--- src/hw/rtl/isqrt_pkg.sv ---
// Shared widths and limits for the pipelined integer square root.
package isqrt_pkg;

   localparam int VALUE_W     = 64;
   localparam int ROOT_OUT_W  = 32;
   localparam int MIN_OPER_W  = 8;
   localparam int MAX_OPER_W  = 64;

endpackage

--- src/hw/rtl/isqrt_if.sv ---
// Valid/ready channel interfaces for operand and result transactions.
interface isqrt_req_if
   import isqrt_pkg::*;
   ();
   logic               valid;
   logic               ready;
   logic [VALUE_W-1:0] value;

   modport source (output valid, output value, input ready);
   modport sink   (input valid, input value, output ready);
endinterface

interface isqrt_rsp_if
   import isqrt_pkg::*;
   ();
   logic                  valid;
   logic                  ready;
   logic [ROOT_OUT_W-1:0] root;
   logic                  perfect_square;

   modport source (output valid, output root, output perfect_square, input ready);
   modport sink   (input valid, input root, input perfect_square, output ready);
endinterface

--- src/hw/rtl/integer_square_root_top.sv ---
// Integer square root: pipelined top level with one stage per root bit.
//
// Usage:
//   req_ch carries one 64-bit unsigned operand per transaction; only the low
//   OPERAND_WIDTH bits (clamped to 8..64) are used.
//   rsp_ch returns one transaction per operand: root = floor(sqrt(value))
//   and perfect_square = 1 when root * root equals the operand.
//   Results leave in the order the operands arrived.
// Timing:
//   Each stage resolves one root bit with one trial subtract and registers
//   the result. A new operand is accepted every cycle unless a stalled
//   rsp_ch receiver has backed up the pipeline to its first stage.
// Flow control:
//   Each stage holds its own valid bit and loads when it is empty or the
//   next stage moves on, so a stalled receiver fills the pipeline from the
//   back without loss; bubbles are squeezed out while stalled.
// Reset:
//   Synchronous reset clears every valid bit; no result is pending after it.
module integer_square_root_top
   import isqrt_pkg::*;
#(
   parameter int OPERAND_WIDTH = 64
) (
   input logic         clock,
   input logic         reset,
   isqrt_req_if.sink   req_ch,
   isqrt_rsp_if.source rsp_ch
);

   localparam int EFF_W  = (OPERAND_WIDTH < MIN_OPER_W) ? MIN_OPER_W :
                           (OPERAND_WIDTH > MAX_OPER_W) ? MAX_OPER_W : OPERAND_WIDTH;
   localparam int ROOT_W = (EFF_W + 1) / 2;
   localparam int PAD_W  = 2 * ROOT_W;
   localparam int REM_W  = ROOT_W + 2;

   logic              valid [0:ROOT_W];
   logic              ready [0:ROOT_W];
   logic [PAD_W-1:0]  rad   [0:ROOT_W-1];
   logic [REM_W-1:0]  rem   [0:ROOT_W];
   logic [ROOT_W-1:0] root  [0:ROOT_W];

   assign valid[0]     = req_ch.valid;
   assign req_ch.ready = ready[0];
   assign rad[0]       = PAD_W'(req_ch.value[EFF_W-1:0]);
   assign rem[0]       = '0;
   assign root[0]      = '0;

   for (genvar k = 0; k < ROOT_W; k++) begin : g_stage
      if (k < ROOT_W - 1) begin : g_mid
         isqrt_stage #(
            .ROOT_W (ROOT_W),
            .STEP   (k)
         ) u_stage (
            .clock     (clock),
            .reset     (reset),
            .in_valid  (valid[k]),
            .in_ready  (ready[k]),
            .in_rad    (rad[k]),
            .in_rem    (rem[k]),
            .in_root   (root[k]),
            .out_valid (valid[k+1]),
            .out_ready (ready[k+1]),
            .out_rad   (rad[k+1]),
            .out_rem   (rem[k+1]),
            .out_root  (root[k+1])
         );
      end else begin : g_last
         isqrt_stage #(
            .ROOT_W (ROOT_W),
            .STEP   (k)
         ) u_stage (
            .clock     (clock),
            .reset     (reset),
            .in_valid  (valid[k]),
            .in_ready  (ready[k]),
            .in_rad    (rad[k]),
            .in_rem    (rem[k]),
            .in_root   (root[k]),
            .out_valid (valid[k+1]),
            .out_ready (ready[k+1]),
            .out_rad   (),
            .out_rem   (rem[k+1]),
            .out_root  (root[k+1])
         );
      end
   end

   assign ready[ROOT_W]         = rsp_ch.ready;
   assign rsp_ch.valid          = valid[ROOT_W];
   assign rsp_ch.root           = ROOT_OUT_W'(root[ROOT_W]);
   assign rsp_ch.perfect_square = (rem[ROOT_W] == '0);

endmodule

--- src/hw/rtl/isqrt_stage.sv ---
// One root bit of the square root pipeline: trial subtract and register.
module isqrt_stage
   import isqrt_pkg::*;
#(
   parameter int ROOT_W = 32,
   parameter int STEP   = 0
) (
   input  logic                  clock,
   input  logic                  reset,
   input  logic                  in_valid,
   output logic                  in_ready,
   input  logic [2*ROOT_W-1:0]   in_rad,
   input  logic [ROOT_W+1:0]     in_rem,
   input  logic [ROOT_W-1:0]     in_root,
   output logic                  out_valid,
   input  logic                  out_ready,
   output logic [2*ROOT_W-1:0]   out_rad,
   output logic [ROOT_W+1:0]     out_rem,
   output logic [ROOT_W-1:0]     out_root
);

   localparam int PAD_W  = 2 * ROOT_W;
   localparam int REM_W  = ROOT_W + 2;
   localparam int WK_W   = REM_W + 2;
   localparam int BIT_LO = 2 * (ROOT_W - 1 - STEP);

   logic              valid_ff;
   logic [PAD_W-1:0]  rad_ff;
   logic [REM_W-1:0]  rem_ff;
   logic [ROOT_W-1:0] root_ff;

   logic [WK_W-1:0]   shifted;
   logic [WK_W-1:0]   trial;
   logic [WK_W-1:0]   diff;
   logic              take;
   logic [REM_W-1:0]  rem_in;
   logic [ROOT_W-1:0] root_in;

   assign in_ready = !valid_ff || out_ready;

   always_comb begin
      shifted = {in_rem, in_rad[BIT_LO +: 2]};
      trial   = WK_W'({in_root, 2'b01});
      diff    = shifted - trial;
      take    = shifted >= trial;
      rem_in  = take ? diff[REM_W-1:0] : shifted[REM_W-1:0];
      root_in = {in_root[ROOT_W-2:0], take};
   end

   always_ff @(posedge clock) begin
      if (reset) begin
         valid_ff <= 1'b0;
      end else if (in_ready) begin
         valid_ff <= in_valid;
      end
   end

   always_ff @(posedge clock) begin
      if (in_ready && in_valid) begin
         rad_ff  <= in_rad;
         rem_ff  <= rem_in;
         root_ff <= root_in;
      end
   end

   assign out_valid = valid_ff;
   assign out_rad   = rad_ff;
   assign out_rem   = rem_ff;
   assign out_root  = root_ff;

endmodule

--- src/flat_wrapper.sv ---
// flat-port wrapper written by rule: the top's interface ports become plain ports
module integer_square_root_top_flat import isqrt_pkg::*;
#(
   parameter int OPERAND_WIDTH = 64
)
  (clock, reset, req_ch_valid, req_ch_value, req_ch_ready, rsp_ch_valid, rsp_ch_root, rsp_ch_perfect_square, rsp_ch_ready);
  isqrt_req_if req_ch_i ();
  isqrt_rsp_if rsp_ch_i ();
  input logic clock;
  input logic reset;
  input wire logic [$bits(req_ch_i.valid)-1:0] req_ch_valid;
  input wire logic [$bits(req_ch_i.value)-1:0] req_ch_value;
  output wire logic [$bits(req_ch_i.ready)-1:0] req_ch_ready;
  output wire logic [$bits(rsp_ch_i.valid)-1:0] rsp_ch_valid;
  output wire logic [$bits(rsp_ch_i.root)-1:0] rsp_ch_root;
  output wire logic [$bits(rsp_ch_i.perfect_square)-1:0] rsp_ch_perfect_square;
  input wire logic [$bits(rsp_ch_i.ready)-1:0] rsp_ch_ready;
  assign req_ch_i.valid = req_ch_valid;
  assign req_ch_i.value = req_ch_value;
  assign req_ch_ready = req_ch_i.ready;
  assign rsp_ch_valid = rsp_ch_i.valid;
  assign rsp_ch_root = rsp_ch_i.root;
  assign rsp_ch_perfect_square = rsp_ch_i.perfect_square;
  assign rsp_ch_i.ready = rsp_ch_ready;
  integer_square_root_top #(.OPERAND_WIDTH(OPERAND_WIDTH)) u_core (.clock(clock), .reset(reset), .req_ch(req_ch_i), .rsp_ch(rsp_ch_i));
endmodule
--- config.mk ---
export PLATFORM = sky130hd
export DESIGN_NAME = integer_square_root_top_flat
export DESIGN_NICKNAME = d
export VERILOG_FILES = /design/src/hw/rtl/isqrt_pkg.sv /design/src/hw/rtl/isqrt_if.sv /design/src/hw/rtl/integer_square_root_top.sv /design/src/hw/rtl/isqrt_stage.sv /design/src/flat_wrapper.sv
export SDC_FILE = /design/constraint.sdc
export NUM_CORES = 2
export LEC_CHECK = 0
export BUFFER_PORTS_ARGS = -buffer_cell sky130_fd_sc_hd__buf_2
export CORE_MARGIN = 4
export CORE_UTILIZATION = 30
export CTS_CLUSTER_DIAMETER = 40
export DETAILED_ROUTE_END_ITERATION = 8
export GPL_TIMING_DRIVEN = 1
export PLACE_DENSITY = 0.53
export REMOVE_ABC_BUFFERS = 1
export SYNTH_ARGS = -nofsm -noshare
export SYNTH_HDL_FRONTEND = slang
export SYNTH_SLANG_ARGS = --single-unit
--- constraint.sdc ---
create_clock -name clock -period 11.98 [get_ports clock]
set_input_delay 2.396 -clock clock [delete_from_list [all_inputs] [get_ports clock]]
set_output_delay 2.396 -clock clock [all_outputs]
set_load 0.01 [all_outputs]
; After elaboration in Yosys (flattened, before gate mapping)
; Index checks and enable logic that the tools add are counted.
; W data, S select, Z words.
[totals]
regBits = 2609
in_bits = 68
wordCells = 321
[op_classes]
n_addsub = 32
magnitude_cmp = 32
muxes = 32
n_reduce_logical = 97
[op_table]
columns = operator, count
row1 = $mux W34, 31
row2 = $ge A36 B10 Y1, 1
row3 = $ge A36 B11 Y1, 1
row4 = $ge A36 B12 Y1, 1
row5 = $ge A36 B13 Y1, 1
row6 = $ge A36 B14 Y1, 1
row7 = $ge A36 B15 Y1, 1
row8 = $ge A36 B16 Y1, 1
row9 = $ge A36 B17 Y1, 1
row10 = $ge A36 B18 Y1, 1
row11 = $ge A36 B19 Y1, 1
row12 = $ge A36 B20 Y1, 1
row13 = $ge A36 B21 Y1, 1
row14 = $ge A36 B22 Y1, 1
row15 = $ge A36 B23 Y1, 1
row16 = $ge A36 B24 Y1, 1
row17 = $ge A36 B25 Y1, 1
row18 = $ge A36 B26 Y1, 1
row19 = $ge A36 B27 Y1, 1
row20 = $ge A36 B28 Y1, 1
row21 = $ge A36 B29 Y1, 1
row22 = $ge A36 B3 Y1, 1
row23 = $ge A36 B30 Y1, 1
row24 = $ge A36 B31 Y1, 1
row25 = other kinds (46), 139

; Longest topological paths before layout
[depth]
word_depth = 34
ltp_mapped = 15
ltp_nobuf = 14

; Cells and area by module
; A second synthesis with hierarchy kept.
[unflattened]
cells_unflattened = 16366
hier_area_um2 = 201722.2
[modules_own_cells]
columns = module, n_inst, cells_each, area_each_um2, seq_area_each_um2
row1 = isqrt_stage, 32, 511, 6301.0, 3923.8
row2 = integer_square_root_top, 1, 14, 88.8, 0.0

; Worst setup path after synthesis
; Ideal clock, no wire load.
[synth_timing]
path_type = input port to flip-flop
from = input rsp_ch_ready
to = register u_core.g_stage[2].g_mid.u_stage.rad_ff[0] (enable)
arrival_ns = 10.462
required_ns = 11.287
path_slack_ns = 0.825
stages = 10
path_buffers = 1
path_cell_list = nor2b_1 > and3_1 > and3_1 > nand2_1 > nor4_1 > nand2_1 > nor2_1 > and3_1 > clkbuf_1 > a21boi_0
[synth_via]
elab_chain_len = 31
[synth_lines]
columns = element, line_no
row1 = start: declaration, flat_wrapper.sv:17  ; input wire logic [$bits(rsp_ch_i.ready)-1:0] rsp_ch_ready;
row2 = $logic_or A1 B1 Y1 (30 in a row), isqrt_stage.sv:39  ; assign in_ready = !valid_ff || out_ready;
row3 = $logic_and A1 B1 Y1, isqrt_stage.sv:59  ; if (in_ready && in_valid) begin
row4 = end signal: assignment, isqrt_stage.sv:60  ; rad_ff <= in_rad;
row5 = end: declaration, isqrt_stage.sv:28  ; logic [PAD_W-1:0] rad_ff;
; Every way passes these cells.
; A chain may end at the register's enable or synchronous reset.

; Worst setup path in the final report
[layout_timing]
from = input rsp_ch_ready
to = output req_ch_ready
[layout_via]
elab_chain_len = 32
[layout_lines]
columns = element, line_no
row1 = $logic_or A1 B1 Y1 (32 in a row), isqrt_stage.sv:39
row2 = end: declaration, flat_wrapper.sv:13  ; output wire logic [$bits(req_ch_i.ready)-1:0] req_ch_ready;
; Every way passes these cells.

==> impl_results.md <==
* Final worst slack at 2880 ps
* Finished Core Util at 35.4%
* GPL Wtd Cong at ~0.90
* Synthesis-stage register bit count at about 2600
* Slew @ Worst Pin at 1230 ps
* Worst R2R End: u_core.g_stage[25].g_mid.u_stage.out_rem[31]$_DFFE_PP_
* Minimum clock period at between 9000 and 10000 ps
* Root Driver: clkbuf_16
* CP arrival at 6700 ps
* Status: completed
* First-pass GRT wire length at 394 mm
* Post-CTS sizing at 0
* Post-Syn Area per Cell at about 13 sq um
* Achievable Freq at 110 MHz
* Finished Layout Cells at 15300
* Post-route ant nets at 0
* Cell area after synthesis at 120000 sq um
* Critical path required time at between 9000 and 10000 ps
* Vias per Instance at 4.69
* Placed cells at 14500
* Top-Level Pins at 103
* Hold path depth at 0
* Static Leakage at 50.4 nW
* Final setup fails at 0
* CP Launch Type: primary input
* Post-Place Setup Slack at 2830 ps
* CP endpoint kind: primary output
* WHS at 355 ps
* Port Buffer Count at slightly above 100
* Nets at 10300
* Crit Path Max Fanout at 7
* Worst reg2reg path startpoint: u_core.g_stage[24].g_mid.u_stage.out_rem[0]$_DFFE_PP_
* Pin count of the biggest net entering global routing at 89
* Library cells used by synthesis at 97
* Via count at 71600
* H-tree levels at 5
* Seq/Total Area, Yosys at 64.7%
* Post-DP HPWL at 186 mm
* Slew margin rel. at between 10% and 20%
* Pwr dens at around 150 nW/um^2
* Vias in the first global route at 72700
* Hold_buf cts at 0
* Min-Delay Startpoint: u_core.g_stage[13].g_mid.u_stage.out_rad[11]$_DFFE_PP_
* Grt ovf at 0
* Synth Warn # at 0
* GRT Overall Usage at 11.8%
* Worst R2R Path Depth at 13
* Top FF cell, synth: edfxtp_1
* Clk slew on worst S/H paths at 60 ps
* Clk buf depth at 4
* FFs w/ async S/R, synth at 0%
* Row Count at 231
* Worst-Skew Late Latency at approximately 940 ps
* Synth Instances at between 9000 and 10000
* CP most frequent cell: and3_1
* Share of cells above drive strength 1 at 10.5%
* Clock Skew at 106 ps
* DRC at 0
* Initial cell density of the core at a little under a third
* Final Hold Fails at 0
* CP startpoint: rsp_ch_ready
* Detailed Routing Iterations Pass 1 at 6
* RSZ-0062 raised after global routing: no
* Most instantiated library cell after synthesis: edfxtp_1
* Hold Path End: u_core.g_stage[14].g_mid.u_stage.out_rad[11]$_DFFE_PP_
* Initial drt markers at 4204
* Area contributors post-synth: edfxtp_1 64%, ha_1 5.9%, xnor2_1 3.2%, xor2_1 3.1%, a21oi_1 2.4%
* Syn-to-layout area delta at 17.4%
* Reg-to-reg slack, setup at 6640 ps
* Yosys top cell by area: edfxtp_1
* CP max stage cell: nor2b_1
* WL/cell at 16.2 microns
* Fin Setup TNS at 0 ps
* VDD IR max at 135 uV
* Final WL at 248 mm
* Max-capacitance violation count at 0
* Period utilization at 75.9%
* TritonCTS clock tree: yes
* Post-CTS setup buffer count at 0
* CTS Sinks at 2589
* Post-synth top cells: 2557 x edfxtp_1, 730 x inv_1, 617 x nand2_1, 606 x nor2_1, 574 x a21oi_1
* Fin. max-slew vios at 0
* Hold Path Class: reg -> reg
* CP cell instances: buf_2, nor2b_1, buf_4, and3_1, and3_1, nand2_1, nor4_2, buf_4, nand2_1, nor2_1, and3_1, nand4_1, buf_2
* Die Footprint at between 400000 and 500000 sq um
* Synth top area share at roughly 64%
* EDFF count, synth at 2557
* Core area at 397000 sq um
* CP top delay family: simple AND/OR/NAND/NOR gates
* Initial antenna violation count at 12
* Worst setup path class: in -> out
* Die width at 640 microns
* Clock buffer count from CTS at 386
* Crit path buf inv count at 4
* Die H at 640 microns
* Crit-path max cell delay at 610 ps
through the flow:
stage	power [W]	area, sq um
2_1_floorplan	0.0102	119000
3_3_place_gp	0.0103	127000
3_5_place_dp	0.0103	127000
4_1_cts	0.0218	140000
5_1_grt	0.0222	141000
6_report	0.0214	141000
area by class of cell:
type	instances	area [sq um]
tap	5242	6560
multi-input combinational	5792	39300
timing repair buffer	165	983
clock inverter	311	3630
sequential	2589	77400
fill	38100	256000
antenna	5	12.5
inverter	735	2760
clock buffer	413	9810
worst max-delay path by stage:
| stage | end | slack, ps | cells past startpoint |
|---|---|---|---|
| 3_5_place_dp | req_ch_ready | 2830 | 13 |
| 3_3_place_gp | req_ch_ready | 2800 | 13 |
| 6_report | req_ch_ready | 2880 | 13 |
| 4_1_cts | req_ch_ready | 2790 | 13 |
| 2_1_floorplan | u_core.g_stage[2].g_mid.u_stage.out_rad[0]$_DFFE_PP_ | 900 | 9 |
| 5_1_grt | req_ch_ready | 2630 | 13 |
cell usage in the layout (no fill, tap or decap), types with 388 or more instances in the layout:
| master | Yosys | routed |
|---|---|---|
| xor2_1 | 427 | 427 |
| inv_1 | 730 | 730 |
| edfxtp_1 | 2557 | 2557 |
| xnor2_1 | 433 | 433 |
| nor2_1 | 606 | 605 |
| clkbuf_16 | 0 | 388 |
| ha_1 | 564 | 564 |
| a21oi_1 | 574 | 573 |
| nand2_1 | 617 | 617 |
| o21ai_0 | 483 | 482 |
report_power, final:
| part | switching (W) | total, W | internal, W |
|---|---|---|---|
| logic | 0.0000750 | 0.000123 | 0.0000480 |
| clock network | 0.00433 | 0.0113 | 0.00702 |
| registers | 0.0000408 | 0.00997 | 0.00993 |
flip-flops by register name, indices dropped and copies added (netlist names):
name                                     count
u_core.g_stage.g_last.u_stage.out_root      32
u_core.g_stage.g_mid.u_stage.out_root      496
u_core.g_stage.g_last.u_stage.out_rem       34
u_core.g_stage.g_last.u_stage.out_valid      1
u_core.g_stage.g_mid.u_stage.out_rem      1003
u_core.g_stage.g_mid.u_stage.out_rad       992
u_core.g_stage.g_mid.u_stage.out_valid      31
layer usage:
| metal | routed length [microns] | vias up | GRT usage (%) | share of wire (%) |
|---|---|---|---|---|
| met4 | 9430 | 2 | 4.62 | 3.8 |
| li1 | - | 35100 | - | - |
| met3 | 10600 | 552 | 1.82 | 4.3 |
| met1 | 105000 | 34400 | 14.4 | 42 |
| met5 | 13 | - | 0 | 0.0052 |
| met2 | 123000 | 1531 | 20.9 | 49 |
cell families (layout without fill, tap and decap cells):
logic type      Yosys count  in the layout  synth area share, %
buf+inv                 879           1624                 2.80
compound gates         1773           1773                 9.08
other cells               1              6              0.00313
flops                  2589           2589                 64.7
fa+ha+maj               564            564                 5.90
simple gates           2499           2499                 10.4
xor+xnor                860            860                 6.29
mux                      95             95                0.879
No activity file was read; power rests on OpenSTA's default activity.
